[config.mk]
export PLATFORM = sky130hd
export DESIGN_NAME = slfr_seq
export DESIGN_NICKNAME = d
export VERILOG_FILES = /design/src/design/slfr_pkg.sv /design/src/design/slfr_seq.sv
export SDC_FILE = /design/constraint.sdc
export NUM_CORES = 1
export LEC_CHECK = 0
export ABC_AREA = 1
export BUFFER_PORTS_ARGS = -buffer_cell sky130_fd_sc_hd__clkbuf_2
export CELL_PAD_IN_SITES_DETAIL_PLACEMENT = 1
export CELL_PAD_IN_SITES_GLOBAL_PLACEMENT = 2
export CORE_UTILIZATION = 21
export CTS_CLUSTER_DIAMETER = 150
export DETAILED_ROUTE_END_ITERATION = 10
export GPL_TIMING_DRIVEN = 0
export PLACE_DENSITY_LB_ADDON = 0.1
export SLEW_MARGIN = 20
export SYNTH_ARGS = -nofsm -noshare
export SYNTH_HDL_FRONTEND = slang
export SYNTH_SLANG_ARGS = --single-unit
[constraint.sdc]
create_clock -name clock -period 2.8 [get_ports clock]
set_clock_uncertainty 0.05 [all_clocks]
set_input_delay 0.28 -clock clock [delete_from_list [all_inputs] [get_ports clock]]
set_output_delay 0.28 -clock clock [all_outputs]
set_load 0.02 [all_outputs]
[src/design/slfr_pkg.sv]
`timescale 1ns / 1ps

package slfr_pkg;

   localparam int POOL_SIZE = 55;
   localparam int ADDR_W    = 6;
   localparam int WORD_W    = 32;

   localparam logic [ADDR_W-1:0] LAST_ADDR      = ADDR_W'(POOL_SIZE - 1);
   localparam logic [ADDR_W-1:0] SCATTER_STRIDE = 6'd21;
   localparam logic [ADDR_W:0]   SCATTER_MOD    = 7'd54;
   // Stepping 31 ahead modulo the pool size lands 24 behind, since 31 + 24 is
   // the pool size, so one partner counter serves both lags.
   localparam logic [ADDR_W-1:0] LAG_LONG       = 6'd31;
   // 1e-9 as a Q0.32 fraction, rounded to nearest.
   localparam logic [WORD_W-1:0] TINY_Q32       = 32'd4;
   localparam logic [1:0]        EXTRA_PASSES   = 2'd2;

   typedef enum logic [1:0] {
      OP_RESEED = 2'd0,
      OP_DRAW   = 2'd1,
      OP_RANGE  = 2'd2,
      OP_FLIP   = 2'd3
   } op_type;

   typedef struct packed {
      op_type             operation;
      logic signed [31:0] range_low;
      logic signed [31:0] range_high;
      logic [32:0]        flip_probability;
   } req_type;

   typedef struct packed {
      logic [31:0]        fraction;
      logic signed [31:0] integer_value;
      logic               heads;
   } rsp_type;

   typedef enum logic [4:0] {
      ST_IDLE       = 5'd0,
      ST_DISPATCH   = 5'd1,
      ST_DRAW_CHK   = 5'd2,
      ST_DRAW_IDX   = 5'd3,
      ST_DRAW_READ  = 5'd4,
      ST_DRAW_MUL   = 5'd5,
      ST_DRAW_OUT   = 5'd6,
      ST_EMPTY_OUT  = 5'd7,
      ST_CLR        = 5'd8,
      ST_SEED       = 5'd9,
      ST_SCATTER    = 5'd10,
      ST_RF_INIT    = 5'd11,
      ST_RF_READ    = 5'd12,
      ST_RF_WRITE   = 5'd13,
      ST_RF_END     = 5'd14,
      ST_RF_EXIT    = 5'd15,
      ST_RESEED_OUT = 5'd16,
      ST_INIT_CLR   = 5'd17,
      ST_INIT_DONE  = 5'd18
   } step_type;

   typedef enum logic [3:0] {
      C_NEVER, C_ALWAYS, C_WAIT, C_RESEED, C_DRAW,
      C_EMPTY, C_WRAP, C_J_MORE, C_PASS_MORE
   } cond_type;

   typedef enum logic [1:0] {WA_J, WA_K, WA_LAST} wa_type;
   typedef enum logic [1:0] {WD_ZERO, WD_SEED, WD_VAL, WD_DIFF} wd_type;
   typedef enum logic {RA_J, RA_IDX} ra_type;
   typedef enum logic [1:0] {J_HOLD, J_ZERO, J_ONE, J_INC} j_op_type;
   typedef enum logic [2:0] {
      K_HOLD, K_LAG, K_STRIDE, K_STRIDE_STEP, K_LAG_STEP
   } k_op_type;
   typedef enum logic [1:0] {SC_HOLD, SC_INIT, SC_STEP} sc_op_type;
   typedef enum logic [1:0] {IDX_HOLD, IDX_STEP, IDX_ZERO} idx_op_type;
   typedef enum logic [1:0] {P_HOLD, P_LOAD, P_DEC} pass_op_type;
   typedef enum logic [1:0] {OUT_NONE, OUT_DRAW, OUT_EMPTY, OUT_ZERO} out_op_type;

   typedef struct packed {
      cond_type    jcond;
      step_type    jtarget;
      logic        we;
      wa_type      wa_sel;
      wd_type      wd_sel;
      ra_type      ra_sel;
      logic        rd_en;
      j_op_type    j_op;
      k_op_type    k_op;
      sc_op_type   sc_op;
      idx_op_type  idx_op;
      pass_op_type pass_op;
      logic        mul_en;
      out_op_type  out_op;
   } ctrl_type;

   typedef struct packed {
      logic start;
      logic is_reseed;
      logic empty;
      logic wrap;
      logic j_more;
      logic pass_more;
   } status_type;

   // Control store: one word per step.
   function automatic ctrl_type ucode(step_type s);
      ctrl_type w;
      w = '{jcond: C_ALWAYS, jtarget: ST_IDLE, we: 1'b0, wa_sel: WA_J,
            wd_sel: WD_ZERO, ra_sel: RA_J, rd_en: 1'b0, j_op: J_HOLD,
            k_op: K_HOLD, sc_op: SC_HOLD, idx_op: IDX_HOLD, pass_op: P_HOLD,
            mul_en: 1'b0, out_op: OUT_NONE};
      unique case (s)
         ST_IDLE: begin
            w.jcond = C_WAIT; w.jtarget = ST_IDLE;
         end
         ST_DISPATCH: begin
            w.j_op = J_ZERO; w.pass_op = P_LOAD;
            w.jcond = C_RESEED; w.jtarget = ST_CLR;
         end
         ST_DRAW_CHK: begin
            w.jcond = C_EMPTY; w.jtarget = ST_EMPTY_OUT;
         end
         ST_DRAW_IDX: begin
            w.idx_op = IDX_STEP;
            w.jcond = C_WRAP; w.jtarget = ST_RF_INIT;
         end
         ST_DRAW_READ: begin
            w.ra_sel = RA_IDX; w.rd_en = 1'b1; w.jcond = C_NEVER;
         end
         ST_DRAW_MUL: begin
            w.mul_en = 1'b1; w.jcond = C_NEVER;
         end
         ST_DRAW_OUT: begin
            w.out_op = OUT_DRAW;
         end
         ST_EMPTY_OUT: begin
            w.out_op = OUT_EMPTY;
         end
         ST_CLR, ST_INIT_CLR: begin
            w.we = 1'b1; w.wa_sel = WA_J; w.wd_sel = WD_ZERO; w.j_op = J_INC;
            w.jcond = C_J_MORE; w.jtarget = s;
         end
         ST_SEED: begin
            w.we = 1'b1; w.wa_sel = WA_LAST; w.wd_sel = WD_SEED;
            w.j_op = J_ONE; w.k_op = K_STRIDE; w.sc_op = SC_INIT;
            w.jcond = C_NEVER;
         end
         ST_SCATTER: begin
            w.we = 1'b1; w.wa_sel = WA_K; w.wd_sel = WD_VAL;
            w.sc_op = SC_STEP; w.k_op = K_STRIDE_STEP; w.j_op = J_INC;
            w.jcond = C_J_MORE; w.jtarget = ST_SCATTER;
         end
         ST_RF_INIT: begin
            w.j_op = J_ZERO; w.k_op = K_LAG; w.jcond = C_NEVER;
         end
         ST_RF_READ: begin
            w.ra_sel = RA_J; w.rd_en = 1'b1; w.jcond = C_NEVER;
         end
         ST_RF_WRITE: begin
            w.we = 1'b1; w.wa_sel = WA_J; w.wd_sel = WD_DIFF;
            w.j_op = J_INC; w.k_op = K_LAG_STEP;
            w.jcond = C_J_MORE; w.jtarget = ST_RF_READ;
         end
         ST_RF_END: begin
            w.pass_op = P_DEC;
            w.jcond = C_PASS_MORE; w.jtarget = ST_RF_INIT;
         end
         ST_RF_EXIT: begin
            w.jcond = C_DRAW; w.jtarget = ST_DRAW_READ;
         end
         ST_RESEED_OUT: begin
            w.idx_op = IDX_ZERO; w.out_op = OUT_ZERO;
         end
         ST_INIT_DONE: begin
            w.j_op = J_ZERO;
         end
         default: begin
            w.jcond = C_ALWAYS; w.jtarget = ST_IDLE;
         end
      endcase
      return w;
   endfunction

endpackage

[src/design/slfr_seq.sv]
`timescale 1ns / 1ps

module slfr_seq (
   input  logic                 clock,
   input  logic                 reset,
   input  slfr_pkg::status_type status,
   output slfr_pkg::ctrl_type   ctrl,
   output logic                 busy
);

   slfr_pkg::step_type pc_ff;
   slfr_pkg::step_type pc_in;
   logic               taken;

   always_ff @(posedge clock) begin
      if (reset) begin
         pc_ff <= slfr_pkg::ST_INIT_CLR;
      end else begin
         pc_ff <= pc_in;
      end
   end

   // Next step: a taken jump goes to the target, otherwise fall through.
   always_comb begin
      unique case (ctrl.jcond)
         slfr_pkg::C_NEVER:     taken = 1'b0;
         slfr_pkg::C_ALWAYS:    taken = 1'b1;
         slfr_pkg::C_WAIT:      taken = !status.start;
         slfr_pkg::C_RESEED:    taken = status.is_reseed;
         slfr_pkg::C_DRAW:      taken = !status.is_reseed;
         slfr_pkg::C_EMPTY:     taken = status.empty;
         slfr_pkg::C_WRAP:      taken = status.wrap;
         slfr_pkg::C_J_MORE:    taken = status.j_more;
         slfr_pkg::C_PASS_MORE: taken = status.pass_more;
         default:               taken = 1'b1;
      endcase
      if (taken) begin
         pc_in = ctrl.jtarget;
      end else begin
         pc_in = slfr_pkg::step_type'(pc_ff + 5'd1);
      end
   end

   always_comb begin
      ctrl = slfr_pkg::ucode(pc_ff);
      busy = (pc_ff != slfr_pkg::ST_IDLE);
   end

endmodule

==> reports/qor.yml <==
power:
  p_per_area_nw_per_um2: 1290
  power.switching_mw: 0.900
  ir_drop_uv: 466
  leakagePower_nw: 0.751
  seqPwrFrac_pct: 9.4
  p_sw_share_pct: 60.9
  comb_power_share_pct: 81.4
  internal_power_mw: 0.579
  pwr-share-clk_pct: 9.2
yosys:
  synth_top_cell_by_area: "nand2_1"
  yosysWarningCount: 0
  synth_cell_type_count: 24
  synth_ff_type: "dfxtp_1"
  yosys-top-cells-area: "nand2_1 21%, nor2_1 14%, dfxtp_1 12%, inv_1 11%, nand3_1 9.5%"
  ys_async_sr_fraction_pct: 0
  synth.most_common_cell: "nand2_1"
  synthCells: 160
  synth_edf_count: 0
  synth_seq_cells: 5
  synth.avg_cell_area_um2: 5.29
  yosys.area.top_type_share_pct: 20.8
  ys_seq_area_share_pct: 11.8
  synthesis.area_um2: 847
  syn-num-nets: 173
  synth_commonest_cells: "47 x nand2_1, 31 x nor2_1, 24 x inv_1"
timing:
  hold_viol: 0
  fmax_ghz: 0.419
  tns_ps: 0
  slew_headroom_pct: 79.7
  fin_crit_sh_pct: 85.1
  rsz0062_at_grt: "false"
  tightest_slew_ps: 304
  setup_viol: 0
  layout_min_cycle_time_ps: 2380
  slew_violations: 0
critical_path:
  worstPathMaxFanout: 6
  crit_required_ps: 2870
  worst_setup_path_end_kind: "flop"
  slowest_stage: "dfxtp_1"
  worst-setup-path-type: "flop to flop"
  cp.buffers_inverters: 2
  crit_family: "simple AND/OR/NAND/NOR gates"
  critPathLaunchType: "flop"
  critPathArrivalTime_ps: 2450
  crit_chain: "inv_1 -> ha_1 -> inv_1 -> nor2_1 -> nand2_1 -> nand2_1 -> nor2_2 -> nand3_1 -> nand3_2 -> nand2_1 -> nand3_1 -> nand2_2 -> nand2_1 -> nand2_1 -> nor2_1"
  crit_top_cell: "nand2_1"
  cpPeakStageDelay_ps: 330
clocking:
  postCtsResizedCells: 0
  root_buffer: "clkbuf_8"
  clk_latency_ps: 230
  ctsHoldBuffers: 0
  cts_setup_buffers: 0
  h-tree-depth: 1
  cts_tree: "done"
  clock_path_buffers: 2
  cts_made_buffers: 3
  cts.clk_slew.worst_paths_ps: 40
  cts_sinks: 5
finish:
  layout-drive-gt1-share_pct: 28.2
  fin_nets: 216
  reg_top3: "pc_ff (5)"
  regMostFlops: "pc_ff"
  largest_reg_flops: 5
  antenna_cells: 0
  stdcell_count: 250
  syn_to_final_growth_pct: 34.9
job:
  drv_cap: 0
global_routing:
  overflow: 0
  grt_max_degree: 11
  grt_pass1_wl_um: 4850
  antenna_found_initial: 0
  grt_pass1_vias: 1043
  track_usage_pct: 14.8
die:
  start_util_pct: 22.5
  die-area_um2: 4290
  fp-row-count: 22
  die_y_um: 65.5
  top_level_ports: 39
  die_w_um: 65.5
  core-area_um2: 3770
routing:
  postRouteAntennaNets: 0
  drcViolationCount: 0
  wl_um: 2970
  vias: 1076
  wl_per_cell_um: 11.9
  viasPerCell: 4.30
  drt-initial-drc-count: 31
  first_pass_iters: 4
placed_design:
  place_hpwl_um: 2550
  port-buffer-count: 38
  gp_congestion: 0.790
  dp.cells: 246
min_path:
  min_path_type: "input port to flop"
outcome:
  status: "complete, no violations"
[stage by stage]
step | total power, mW | utilization (%) | setup slack, ps | cell area [µm²] | hold WS [ps]
6_report | 1.48 | 30.3 | 416 | 1140 | 276
5_1_grt | 1.64 | 30.3 | 45.1 | 1140 | 304
4_1_cts | 1.50 | 30.3 | 366 | 1140 | 279
3_5_place_dp | 1.36 | 29.1 | 377 | 1100 | 516
3_3_place_gp | 1.34 | 29.1 | 450 | 1100 | 507
2_1_floorplan | 1.03 | - | 655 | 847 | 385
[worst reg2reg max path, delay by kind of cell (launching register included)]
family	cells	cell delay (ps)
adders and majority gates	1	220
and+or+nand+nor	12	1520
buffers and inverters	2	160
DFF	1	330
[metal layers]
| layer | global-route usage (%) | vias to the layer above | share of wire, % |
|---|---|---|---|
| li1 | - | 571 | - |
| met1 | 20.5 | 479 | 51 |
| met2 | 23.6 | 21 | 45 |
| met3 | 1.22 | 5 | 2.5 |
| met4 | 5.98 | 0 | 1.9 |
| met5 | 0 | - | 0 |
[final cells by class]
class | instances | area [µm²]
Fill cell | 522 | 2630
Tap cell | 48 | 60.1
Buffer | 1 | 11.3
Sequential cell | 5 | 100
Timing Repair Buffer | 38 | 190
Multi-Input combinational cell | 125 | 627
Clock buffer | 4 | 45.0
Inverter | 29 | 109
[cell families (layout without fill, tap and decap cells)]
logic type | count (synthesis) | after routing | synth area share, %
and+or+nand+nor | 111 | 111 | 59.8
buffers and inverters | 30 | 72 | 14.2
AOI/OAI and AO/OA | 7 | 7 | 4.73
adders and majority gates | 5 | 5 | 7.39
DFF | 5 | 5 | 11.8
xor gates and xnor gates | 2 | 2 | 2.07
[placed cells by master, fill, tap and decap left out, types with 2 or more instances in the layout]
cell type  count
nand2_1       47
clkbuf_2      38
nor2_1        31
inv_1         24
nand3_1       16
ha_1           5
dfxtp_1        5
inv_2          4
nand2_2        4
nor2_2         3
o21ai_0        3
clkbuf_8       3
nor2_4         2
nand4_1        2
nor3_1         2
nand3b_1       2
[final timing paths]
path,startpoint,to,slack (ps),depth (start not counted)
setup reg to reg,pc_ff[1]$_SDFF_PP0_,pc_ff[3]$_SDFF_PP0_,420,15
hold reg to reg,pc_ff[0]$_SDFF_PP1_,pc_ff[0]$_SDFF_PP1_,630,3
setup / recovery,pc_ff[1]$_SDFF_PP0_,pc_ff[3]$_SDFF_PP0_,420,15
hold / removal,reset,pc_ff[4]$_SDFF_PP1_,280,3
[power groups by stage]
stage | combinational, mW | clock, mW | sequential (mW)
final | 1.20 | 0.136 | 0.139
after global routing | 1.36 | 0.144 | 0.144
after CTS | 1.22 | 0.140 | 0.139
after detailed placement | 1.22 | 0 | 0.140
after global placement | 1.21 | 0 | 0.139
after floorplan | 0.896 | 0 | 0.129
Note: power is estimated with default switching activity, not from simulation.
